`src/design/slls_pkg.sv`:
```
package slls_pkg;

   // default depth of the label name store
   localparam int NAME_MAX_DEF = 32;

   // widest name store address any legal depth needs
   localparam int MEM_AW = 6;

   // script characters
   localparam logic [7:0] DECODE_KEY = 8'h84;
   localparam logic [7:0] CHAR_STAR  = 8'h2A;
   localparam logic [7:0] CHAR_TILDE = 8'h7E;
   localparam logic [7:0] CHAR_NL    = 8'h0A;
   localparam logic [7:0] CHAR_TAB   = 8'h09;
   localparam logic [7:0] CHAR_SPACE = 8'h20;

   // result kinds
   localparam logic [1:0] KIND_LINE  = 2'd0;
   localparam logic [1:0] KIND_NAME  = 2'd1;
   localparam logic [1:0] KIND_END   = 2'd2;
   localparam logic [1:0] KIND_TILDE = 2'd3;

   // register byte address width; address bit 2 selects the register index
   localparam int CSR_AW = 3;
   localparam logic REG_DECODE = 1'b0;

   // name store access from the controller
   typedef struct packed {
      logic              wr_en;
      logic [MEM_AW-1:0] wr_addr;
      logic [7:0]        wr_data;
      logic              rd_en;
      logic [MEM_AW-1:0] rd_addr;
   } mem_req_type;

endpackage

```
`src/design/slls_if.sv`:
```
interface slls_req_if;
   logic       valid;
   logic       ready;
   logic [7:0] byte_in;

   modport source (output valid, output byte_in, input ready);
   modport sink (input valid, input byte_in, output ready);
endinterface

interface slls_rsp_if;
   logic        valid;
   logic        ready;
   logic [1:0]  kind;
   logic [7:0]  name_char;
   logic [31:0] line_number;
   logic [31:0] byte_offset;
   logic [5:0]  name_length;
   logic        name_truncated;
   logic        last;

   modport source (output valid, output kind, output name_char, output line_number,
                   output byte_offset, output name_length, output name_truncated,
                   output last, input ready);
   modport sink (input valid, input kind, input name_char, input line_number,
                 input byte_offset, input name_length, input name_truncated,
                 input last, output ready);
endinterface

```
`src/design/slls_name_ram.sv`:
```
module slls_name_ram #(
   parameter int NAME_MAX = slls_pkg::NAME_MAX_DEF
) (
   input  logic                 clock,
   input  slls_pkg::mem_req_type mem_req,
   output logic [7:0]           rd_data
);

   localparam int ADDR_W = (NAME_MAX > 1) ? $clog2(NAME_MAX) : 1;

   logic [7:0] mem [NAME_MAX];
   logic [7:0] rd_data_ff;

   always_ff @(posedge clock) begin
      if (mem_req.wr_en) begin
         mem[mem_req.wr_addr[ADDR_W-1:0]] <= mem_req.wr_data;
      end
   end

   always_ff @(posedge clock) begin
      if (mem_req.rd_en) begin
         rd_data_ff <= mem[mem_req.rd_addr[ADDR_W-1:0]];
      end
   end

   assign rd_data = rd_data_ff;

endmodule

```
`src/design/slls_ctrl.sv`:
```
module slls_ctrl #(
   parameter int NAME_MAX = slls_pkg::NAME_MAX_DEF
) (
   input  logic                  clock,
   input  logic                  reset,
   input  logic                  decode_enable,
   slls_req_if.sink              req,
   slls_rsp_if.source            rsp,
   output slls_pkg::mem_req_type mem_req,
   input  logic [7:0]            rd_data
);

   localparam int CNT_W = $clog2(NAME_MAX + 1);

   // scan modes
   localparam logic [2:0] MODE_TOP   = 3'd0;
   localparam logic [2:0] MODE_STAR  = 3'd1;
   localparam logic [2:0] MODE_NAME  = 3'd2;
   localparam logic [2:0] MODE_DROP  = 3'd3;
   localparam logic [2:0] MODE_SKIP  = 3'd4;
   localparam logic [2:0] MODE_TILDE = 3'd5;

   // emit sequencer
   localparam logic [2:0] SEQ_IDLE  = 3'd0;
   localparam logic [2:0] SEQ_NAME  = 3'd1;
   localparam logic [2:0] SEQ_END   = 3'd2;
   localparam logic [2:0] SEQ_TILDE = 3'd3;
   localparam logic [2:0] SEQ_LINE  = 3'd4;

   logic [2:0]       mode_ff, mode_in;
   logic [2:0]       seq_ff, seq_in;
   logic [31:0]      line_ff, line_in;
   logic [31:0]      off_ff, off_in;
   logic [CNT_W-1:0] fill_ff, fill_in;
   logic             ovf_ff, ovf_in;
   logic [CNT_W-1:0] idx_ff, idx_in;
   logic [CNT_W-1:0] emit_len_ff, emit_len_in;
   logic             emit_ovf_ff, emit_ovf_in;

   logic             rsp_valid_ff;
   logic [1:0]       kind_ff, kind_in;
   logic [7:0]       char_ff, char_in;
   logic [31:0]      oline_ff, oline_in;
   logic [31:0]      ooff_ff, ooff_in;
   logic [5:0]       olen_ff, olen_in;
   logic             otrunc_ff, otrunc_in;
   logic             olast_ff, olast_in;
   logic             out_load;

   logic [7:0]       c;
   logic             acc, blank, is_nl, label_nl, out_free;
   logic [31:0]      line_inc, off_inc;
   logic [CNT_W-1:0] idx_nxt;

   assign c        = req.byte_in ^ (decode_enable ? slls_pkg::DECODE_KEY : 8'h00);
   assign req.ready = (seq_ff == SEQ_IDLE);
   assign acc      = req.valid && req.ready;
   assign blank    = (c == slls_pkg::CHAR_SPACE) || (c == slls_pkg::CHAR_TAB);
   assign is_nl    = (c == slls_pkg::CHAR_NL);
   assign line_inc = (line_ff == '1) ? line_ff : line_ff + 32'd1;
   assign off_inc  = (off_ff == '1) ? off_ff : off_ff + 32'd1;
   assign label_nl = ((mode_ff == MODE_STAR) || (mode_ff == MODE_NAME) ||
                      (mode_ff == MODE_DROP)) && (fill_ff != '0);
   assign out_free = !rsp_valid_ff || rsp.ready;
   assign idx_nxt  = idx_ff + 1'b1;

   // line parser and name store writes
   always_comb begin
      mode_in         = mode_ff;
      line_in         = line_ff;
      off_in          = off_ff;
      fill_in         = fill_ff;
      ovf_in          = ovf_ff;
      mem_req.wr_en   = 1'b0;
      mem_req.wr_addr = slls_pkg::MEM_AW'(fill_ff);
      mem_req.wr_data = c;
      if (acc) begin
         off_in = off_inc;
         if (is_nl) begin
            line_in = line_inc;
            mode_in = MODE_TOP;
            fill_in = '0;
            ovf_in  = 1'b0;
         end else begin
            unique case (mode_ff)
               MODE_TOP: begin
                  if (!blank) begin
                     priority if (c == slls_pkg::CHAR_STAR) begin
                        fill_in = '0;
                        ovf_in  = 1'b0;
                        mode_in = MODE_STAR;
                     end else if (c == slls_pkg::CHAR_TILDE) begin
                        mode_in = MODE_TILDE;
                     end else begin
                        mode_in = MODE_SKIP;
                     end
                  end
               end
               MODE_STAR, MODE_NAME: begin
                  if (blank) begin
                     if (mode_ff == MODE_NAME) begin
                        mode_in = MODE_DROP;
                     end
                  end else begin
                     mode_in = MODE_NAME;
                     if (fill_ff < CNT_W'(NAME_MAX)) begin
                        mem_req.wr_en = 1'b1;
                        fill_in       = fill_ff + 1'b1;
                     end else begin
                        ovf_in = 1'b1;
                     end
                  end
               end
               MODE_DROP, MODE_SKIP, MODE_TILDE: begin
               end
               default: begin
                  mode_in = MODE_SKIP;
               end
            endcase
         end
      end
   end

   // result sequencer
   always_comb begin
      seq_in          = seq_ff;
      idx_in          = idx_ff;
      emit_len_in     = emit_len_ff;
      emit_ovf_in     = emit_ovf_ff;
      mem_req.rd_en   = 1'b0;
      mem_req.rd_addr = slls_pkg::MEM_AW'(idx_nxt);
      out_load        = 1'b0;
      kind_in         = slls_pkg::KIND_LINE;
      char_in         = 8'h00;
      oline_in        = 32'd0;
      ooff_in         = 32'd0;
      olen_in         = 6'd0;
      otrunc_in       = 1'b0;
      olast_in        = 1'b0;
      unique case (seq_ff)
         SEQ_IDLE: begin
            if (acc && is_nl) begin
               emit_len_in = fill_ff;
               emit_ovf_in = ovf_ff;
               oline_in    = line_inc;
               ooff_in     = off_inc;
               priority if (label_nl) begin
                  mem_req.rd_en   = 1'b1;
                  mem_req.rd_addr = '0;
                  idx_in          = '0;
                  seq_in          = SEQ_NAME;
               end else if (mode_ff == MODE_TILDE) begin
                  if (out_free) begin
                     out_load = 1'b1;
                     kind_in  = slls_pkg::KIND_TILDE;
                     seq_in   = SEQ_LINE;
                  end else begin
                     seq_in = SEQ_TILDE;
                  end
               end else begin
                  if (out_free) begin
                     out_load = 1'b1;
                     olast_in = 1'b1;
                  end else begin
                     seq_in = SEQ_LINE;
                  end
               end
            end
         end
         SEQ_NAME: begin
            if (out_free) begin
               out_load = 1'b1;
               kind_in  = slls_pkg::KIND_NAME;
               char_in  = rd_data;
               if (idx_nxt < emit_len_ff) begin
                  idx_in        = idx_nxt;
                  mem_req.rd_en = 1'b1;
               end else begin
                  seq_in = SEQ_END;
               end
            end
         end
         SEQ_END: begin
            oline_in  = line_ff;
            ooff_in   = off_ff;
            olen_in   = 6'(emit_len_ff);
            otrunc_in = emit_ovf_ff;
            kind_in   = slls_pkg::KIND_END;
            if (out_free) begin
               out_load = 1'b1;
               seq_in   = SEQ_LINE;
            end
         end
         SEQ_TILDE: begin
            oline_in = line_ff;
            ooff_in  = off_ff;
            kind_in  = slls_pkg::KIND_TILDE;
            if (out_free) begin
               out_load = 1'b1;
               seq_in   = SEQ_LINE;
            end
         end
         SEQ_LINE: begin
            oline_in = line_ff;
            ooff_in  = off_ff;
            olast_in = 1'b1;
            if (out_free) begin
               out_load = 1'b1;
               seq_in   = SEQ_IDLE;
            end
         end
         default: begin
            seq_in = SEQ_IDLE;
         end
      endcase
   end

   always_ff @(posedge clock) begin
      if (reset) begin
         mode_ff      <= MODE_TOP;
         seq_ff       <= SEQ_IDLE;
         line_ff      <= 32'd1;
         off_ff       <= 32'd0;
         fill_ff      <= '0;
         ovf_ff       <= 1'b0;
         idx_ff       <= '0;
         emit_len_ff  <= '0;
         emit_ovf_ff  <= 1'b0;
         rsp_valid_ff <= 1'b0;
      end else begin
         mode_ff     <= mode_in;
         seq_ff      <= seq_in;
         line_ff     <= line_in;
         off_ff      <= off_in;
         fill_ff     <= fill_in;
         ovf_ff      <= ovf_in;
         idx_ff      <= idx_in;
         emit_len_ff <= emit_len_in;
         emit_ovf_ff <= emit_ovf_in;
         if (out_load) begin
            rsp_valid_ff <= 1'b1;
         end else if (rsp.ready) begin
            rsp_valid_ff <= 1'b0;
         end
      end
   end

   always_ff @(posedge clock) begin
      if (out_load) begin
         kind_ff   <= kind_in;
         char_ff   <= char_in;
         oline_ff  <= oline_in;
         ooff_ff   <= ooff_in;
         olen_ff   <= olen_in;
         otrunc_ff <= otrunc_in;
         olast_ff  <= olast_in;
      end
   end

   assign rsp.valid          = rsp_valid_ff;
   assign rsp.kind           = kind_ff;
   assign rsp.name_char      = char_ff;
   assign rsp.line_number    = oline_ff;
   assign rsp.byte_offset    = ooff_ff;
   assign rsp.name_length    = olen_ff;
   assign rsp.name_truncated = otrunc_ff;
   assign rsp.last           = olast_ff;

   a_fill_bound: assert property (@(posedge clock) disable iff (reset)
      fill_ff <= CNT_W'(NAME_MAX))
      else $error("name fill beyond store depth");

   a_ovf_full: assert property (@(posedge clock) disable iff (reset)
      ovf_ff |-> (fill_ff == CNT_W'(NAME_MAX)))
      else $error("overflow flagged with store not full");

   a_idx_bound: assert property (@(posedge clock) disable iff (reset)
      (seq_ff == SEQ_NAME) |-> (idx_ff < emit_len_ff))
      else $error("name read index past stored length");

   a_nl_clears: assert property (@(posedge clock) disable iff (reset)
      (acc && is_nl) |=> ((mode_ff == MODE_TOP) && (fill_ff == '0) && !ovf_ff))
      else $error("newline did not restart the line scan");

   a_last_idle: assert property (@(posedge clock) disable iff (reset)
      (out_load && olast_in) |=> (seq_ff == SEQ_IDLE))
      else $error("final beat loaded but sequencer not idle");

endmodule

```
`src/design/script_label_line_scanner_unit.sv`:
```
// a plain or tilde newline's first beat is valid right after the accept edge when the
//    output is free, a label newline's first beat later, after the name store read
// throughput: one byte per cycle; a newline holds off input until its beats are loaded
// the name store has one registered read port, one name beat per cycle unless stalled
// reset: synchronous, active high; line count to 1, offset, scan mode, decode flag cleared
module script_label_line_scanner_unit #(
   parameter int NAME_MAX = slls_pkg::NAME_MAX_DEF
) (
   input  logic                        clock,
   input  logic                        reset,
   slls_req_if.sink                    req_chan,
   slls_rsp_if.source                  rsp_chan,
   input  logic                        psel,
   input  logic                        penable,
   input  logic                        pwrite,
   input  logic [slls_pkg::CSR_AW-1:0] paddr,
   input  logic [31:0]                 pwdata,
   output logic [31:0]                 prdata,
   output logic                        pready
);

   // register bank: decode flag only
   logic decode_ff;
   logic csr_wr;

   // name store traffic between controller and memory
   slls_pkg::mem_req_type mem_req;
   logic [7:0]            rd_data;

   assign pready = 1'b1;
   // write lands in the access phase
   assign csr_wr = psel && penable && pwrite;

   always_ff @(posedge clock) begin
      if (reset) begin
         decode_ff <= 1'b0;
      end else if (csr_wr && (paddr[2] == slls_pkg::REG_DECODE)) begin
         decode_ff <= pwdata[0];
      end
   end

   // readback of the decode flag, zero beyond the register list
   assign prdata = (paddr[2] == slls_pkg::REG_DECODE) ? {31'd0, decode_ff} : 32'd0;

   // parser, counters, result sequencer and output beat register
   slls_ctrl #(
      .NAME_MAX (NAME_MAX)
   ) u_ctrl (
      .clock         (clock),
      .reset         (reset),
      .decode_enable (decode_ff),
      .req           (req_chan),
      .rsp           (rsp_chan),
      .mem_req       (mem_req),
      .rd_data       (rd_data)
   );

   // label name bytes, written while scanning, read back after the newline
   slls_name_ram #(
      .NAME_MAX (NAME_MAX)
   ) u_name_ram (
      .clock   (clock),
      .mem_req (mem_req),
      .rd_data (rd_data)
   );

endmodule

```
`src/flat_wrapper.sv`:
```
// flat-port wrapper written by rule: the top's interface ports become plain ports
module script_label_line_scanner_unit_flat 
#(
   parameter int NAME_MAX = slls_pkg::NAME_MAX_DEF
)
  (clock, reset, psel, penable, pwrite, paddr, pwdata, prdata, pready, req_chan_valid, req_chan_byte_in, req_chan_ready, rsp_chan_valid, rsp_chan_kind, rsp_chan_name_char, rsp_chan_line_number, rsp_chan_byte_offset, rsp_chan_name_length, rsp_chan_name_truncated, rsp_chan_last, rsp_chan_ready);
  slls_req_if req_chan_i ();
  slls_rsp_if rsp_chan_i ();
  input  logic clock;
  input  logic reset;
  input  logic psel;
  input  logic penable;
  input  logic pwrite;
  input  logic [slls_pkg::CSR_AW-1:0] paddr;
  input  logic [31:0] pwdata;
  output logic [31:0] prdata;
  output logic pready;
  input wire logic [$bits(req_chan_i.valid)-1:0] req_chan_valid;
  input wire logic [$bits(req_chan_i.byte_in)-1:0] req_chan_byte_in;
  output wire logic [$bits(req_chan_i.ready)-1:0] req_chan_ready;
  output wire logic [$bits(rsp_chan_i.valid)-1:0] rsp_chan_valid;
  output wire logic [$bits(rsp_chan_i.kind)-1:0] rsp_chan_kind;
  output wire logic [$bits(rsp_chan_i.name_char)-1:0] rsp_chan_name_char;
  output wire logic [$bits(rsp_chan_i.line_number)-1:0] rsp_chan_line_number;
  output wire logic [$bits(rsp_chan_i.byte_offset)-1:0] rsp_chan_byte_offset;
  output wire logic [$bits(rsp_chan_i.name_length)-1:0] rsp_chan_name_length;
  output wire logic [$bits(rsp_chan_i.name_truncated)-1:0] rsp_chan_name_truncated;
  output wire logic [$bits(rsp_chan_i.last)-1:0] rsp_chan_last;
  input wire logic [$bits(rsp_chan_i.ready)-1:0] rsp_chan_ready;
  assign req_chan_i.valid = req_chan_valid;
  assign req_chan_i.byte_in = req_chan_byte_in;
  assign req_chan_ready = req_chan_i.ready;
  assign rsp_chan_valid = rsp_chan_i.valid;
  assign rsp_chan_kind = rsp_chan_i.kind;
  assign rsp_chan_name_char = rsp_chan_i.name_char;
  assign rsp_chan_line_number = rsp_chan_i.line_number;
  assign rsp_chan_byte_offset = rsp_chan_i.byte_offset;
  assign rsp_chan_name_length = rsp_chan_i.name_length;
  assign rsp_chan_name_truncated = rsp_chan_i.name_truncated;
  assign rsp_chan_last = rsp_chan_i.last;
  assign rsp_chan_i.ready = rsp_chan_ready;
  script_label_line_scanner_unit #(.NAME_MAX(NAME_MAX)) u_core (.clock(clock), .reset(reset), .req_chan(req_chan_i), .rsp_chan(rsp_chan_i), .psel(psel), .penable(penable), .pwrite(pwrite), .paddr(paddr), .pwdata(pwdata), .prdata(prdata), .pready(pready));
endmodule
```
`config.mk`:
```
export PLATFORM = sky130hd
export DESIGN_NAME = script_label_line_scanner_unit_flat
export DESIGN_NICKNAME = d
export VERILOG_FILES = /design/src/design/slls_pkg.sv /design/src/design/slls_if.sv /design/src/design/slls_name_ram.sv /design/src/design/slls_ctrl.sv /design/src/design/script_label_line_scanner_unit.sv /design/src/flat_wrapper.sv
export SDC_FILE = /design/constraint.sdc
export NUM_CORES = 1
export LEC_CHECK = 0
export BUFFER_PORTS_ARGS = -buffer_cell sky130_fd_sc_hd__buf_2
export CAP_MARGIN = 20
export CORE_UTILIZATION = 38
export CTS_CLUSTER_DIAMETER = 100
export DETAILED_ROUTE_END_ITERATION = 10
export GPL_TIMING_DRIVEN = 0
export HOLD_SLACK_MARGIN = 0.02
export PLACE_DENSITY_LB_ADDON = 0.05
export SYNTH_ARGS = -nofsm -noshare
export SYNTH_HDL_FRONTEND = slang
export SYNTH_HIERARCHICAL = 1
export SYNTH_SLANG_ARGS = --single-unit
export TNS_END_PERCENT = 30
```
`constraint.sdc`:
```
create_clock -name clock -period 5.4 [get_ports clock]
set_input_delay 0.27 -clock clock [delete_from_list [all_inputs] [get_ports clock]]
set_output_delay 0.27 -clock clock [all_outputs]
set_load 0.005 [all_outputs]
```
==> metrics.md <==
| Metric | Value |
|---|---|
| Status | `finished, final reports clean` |
| CP bufs+invs | `3` |
| Share of cells above drive strength 1 | `21.2%` |
| Pre-antenna DRT Iters | `5` |
| Post-DRT Antenna Nets | `0` |
| First-pass GRT wire length | `76.5 mm` |
| Critical path data arrival time | `5040 ps` |
| Number of clock buffers inserted by TritonCTS | `48` |
| Pre-CTS setup slack | `558 ps` |
| DR DRC count | `0` |
| Worst setup margin | `708 ps` |
| Layout Utilization | `44.8%` |
| Io pins | `167` |
| Critical path required time | `5740 ps` |
| Hold Startpoint | `reset` |
| WHS Path Cells | `3` |
| Vias in the first global route | `12000` |
| CTS tree | `yes` |
| FF-to-FF Start | `u_core/decode_ff` |
| Clk_lat worst skew | `600 ps` |
| Ys Warns | `6` |
| Worst-margin pin slew | `1030 ps` |
| Mapped Cells | `1456` |
| Critical Path, Cell by Cell | `and3_1 > clkbuf_1 > o2111ai_2 > nor2_1 > nor2b_1 > clkbuf_1 > buf_1 > mux4_2 > mux4_2 > mux2_2` |
| R2R depth | `10` |
| Die width | `228 um` |
| Fin. Hold Viols | `0` |
| Slowest CP cell | `buf_1` |
| Max capacitance violation total | `0` |
| Total congestion overflow | `0` |
| Avg WL per Cell | `21.8 um` |
| Worst hold endpoint | `u_core/u_ctrl/line_ff[6]` |
| Std cell rows | `82` |
| Die height | `228 um` |
| # diodes | `0` |
| Clock sink count | `438` |
| Flop-to-flop setup slack | `710 ps` |
| Core Area | `0.0504 mm2` |
| R2R Path End | `u_core/u_name_ram/rd_data[4]` |
| CP Launch Type | `flop` |
| Nets | `1706` |
| FMAX | `213 MHz` |
| Syn avg cell area | `13.4 um2` |
| Clock Path Buffers | `3` |
| Syn Std Cell Area | `0.0195 mm2` |
| Tightest Hold Check Type | `input pin to flop` |
| Port buffer count | `101` |
| Hold WS | `125 ps` |
| Cell family with most CP delay | `buffers and inverters` |
| 1st-iter DRT viols | `993` |
| Initial antenna violation count | `0` |
| GPL Wtd Cong | `0.836` |
| Worst Skew | `18.9 ps` |
| Root Buffer | `clkbuf_16` |
| Slew headroom | `31.0%` |
| Max Slew Vio Count | `0` |
| Critical path's largest stage delay | `630 ps` |
| Setup crit end kind | `flop` |
| Setup TNS Final | `0 ps` |
| DP HPWL | `35.0 mm` |
| Layout area overhead | `16.0%` |
| Total Routing Usage GR | `19.5%` |
| Largest net degree at the start of global routing | `36` |
| Fin crit share | `86.9%` |
| RSZ-0062 raised after global routing | `false` |
| PD cells | `347 mW/mm2` |
| Final min period | `4690 ps` |
| Worst Path Class, Setup | `flop to flop` |
| Clock transition at path regs | `60 ps` |
| Via count | `12600` |
| Setup violators final | `0` |
| Initial core utilization | `38.7%` |
| CP Max Fanout | `10` |
| Leak | `0.00736 uW` |
| DIE AREA | `0.0522 mm2` |
| DR vias/cell | `5.36` |
| Routed wire length | `51.3 mm` |
| Peak VDD IR | `0.241 mV` |
| H-tree Lvls | `2` |
-- registers in the layout, indices dropped and copies added, names as in the netlist, 2 cells and up --
register / flops
u_core/u_ctrl/off_ff: 32
u_core/u_ctrl/line_ff: 32
u_core/u_ctrl/seq_ff: 3
u_core/u_ctrl/rsp.line_number: 32
u_core/u_ctrl/rsp.kind: 2
u_core/u_ctrl/mode_ff: 3
u_core/u_ctrl/rsp.name_length: 6
u_core/u_ctrl/rsp.name_char: 8
u_core/u_ctrl/idx_ff: 6
u_core/u_name_ram/rd_data: 8
u_core/u_ctrl/fill_ff: 6
u_core/u_ctrl/emit_len_ff: 6
u_core/u_name_ram/mem: 256
u_core/u_ctrl/rsp.byte_offset: 32
-- layer usage --
metal | routed length, um | vias up | track usage, %
li1 | - | 5876 | -
met1 | 22700 | 6337 | 26.5
met2 | 24800 | 337 | 32.0
met3 | 2470 | 73 | 3.39
met4 | 1250 | 0 | 5.68
met5 | 0 | - | 0
-- per-stage QoR --
stage          area [um2]  total power, uW  std cells
5_1_grt             22600             8160       2355
3_5_place_dp        21100             4800       2265
3_3_place_gp        20900             4770       2259
4_1_cts             22600             7960       2354
2_1_floorplan       19600             4370       1486
6_report            22600             7840       2355
-- worst max-delay path by stage --
stage                                  startpoint                               end  slack (ps)  cells after the start
final                            u_core/decode_ff      u_core/u_name_ram/rd_data[4]         710                     10
after global routing             u_core/decode_ff      u_core/u_name_ram/rd_data[4]         450                     10
after CTS                        u_core/decode_ff      u_core/u_name_ram/rd_data[4]         550                     10
after detailed placement         u_core/decode_ff      u_core/u_name_ram/rd_data[4]         560                     10
after global placement    u_core/u_ctrl/seq_ff[0]  u_core/u_ctrl/rsp.byte_offset[1]        -540                      7
after floorplan           u_core/u_ctrl/seq_ff[0]  u_core/u_ctrl/rsp.byte_offset[0]        1280                      7
-- timing repair --
| action | CTS | global route |
|---|---|---|
| hold endpoints to repair | 1 | 0 |
| setup buffers | 0 | 0 |
| gates resized for setup | 0 | 0 |
| hold buffers | 2 | 0 |
| setup endpoints to repair | 0 | 0 |
-- report_power, final --
part	total, uW	switching (uW)	leakage, uW	internal, uW
registers	3950	61.0	0.00378	3890
logic	764	516	0.00286	248
clock network	3130	1330	0.000717	1790
total	7840	1910	0.00736	5930
-- tightest hold or removal path, cell delays in order --
cell	delay [ps]
buf_2	170
nor2b_1	130
a21o_1	110
-- cell usage in the layout, fill, tap and decap left out, types with 4 or more instances in the layout --
cell,n
a211oi_1,4
a21o_1,5
a21oi_1,56
a22oi_1,4
a31oi_1,29
a41oi_1,4
and2_1,22
and3_1,17
and4_1,8
buf_1,6
buf_2,124
buf_4,44
clkbuf_1,68
clkbuf_16,49
clkinv_1,13
conb_1,32
dfxtp_1,92
edfxtp_1,346
ha_1,10
inv_1,15
mux2_2,10
mux4_2,80
nand2_1,91
nand2b_1,8
nand3_1,67
nand3b_1,11
nand4_1,40
nor2_1,133
nor2b_1,10
nor3_1,28
nor4_1,5
nor4_2,4
o211ai_1,5
o21ai_0,83
o31ai_1,8
or2_2,6
or3_1,12
xnor2_1,12
xor2_1,44
-- cell type report --
type	count	area, um2
Timing Repair Buffer	110	642
Inverter	15	56.3
Tap cell	672	841
Clock buffer	67	1310
Fill cell	4648	27800
Buffer	125	676
Clock inverter	20	164
Sequential cell	438	12200
Multi-Input combinational cell	908	6670
No activity file was read; power rests on OpenSTA's default activity.
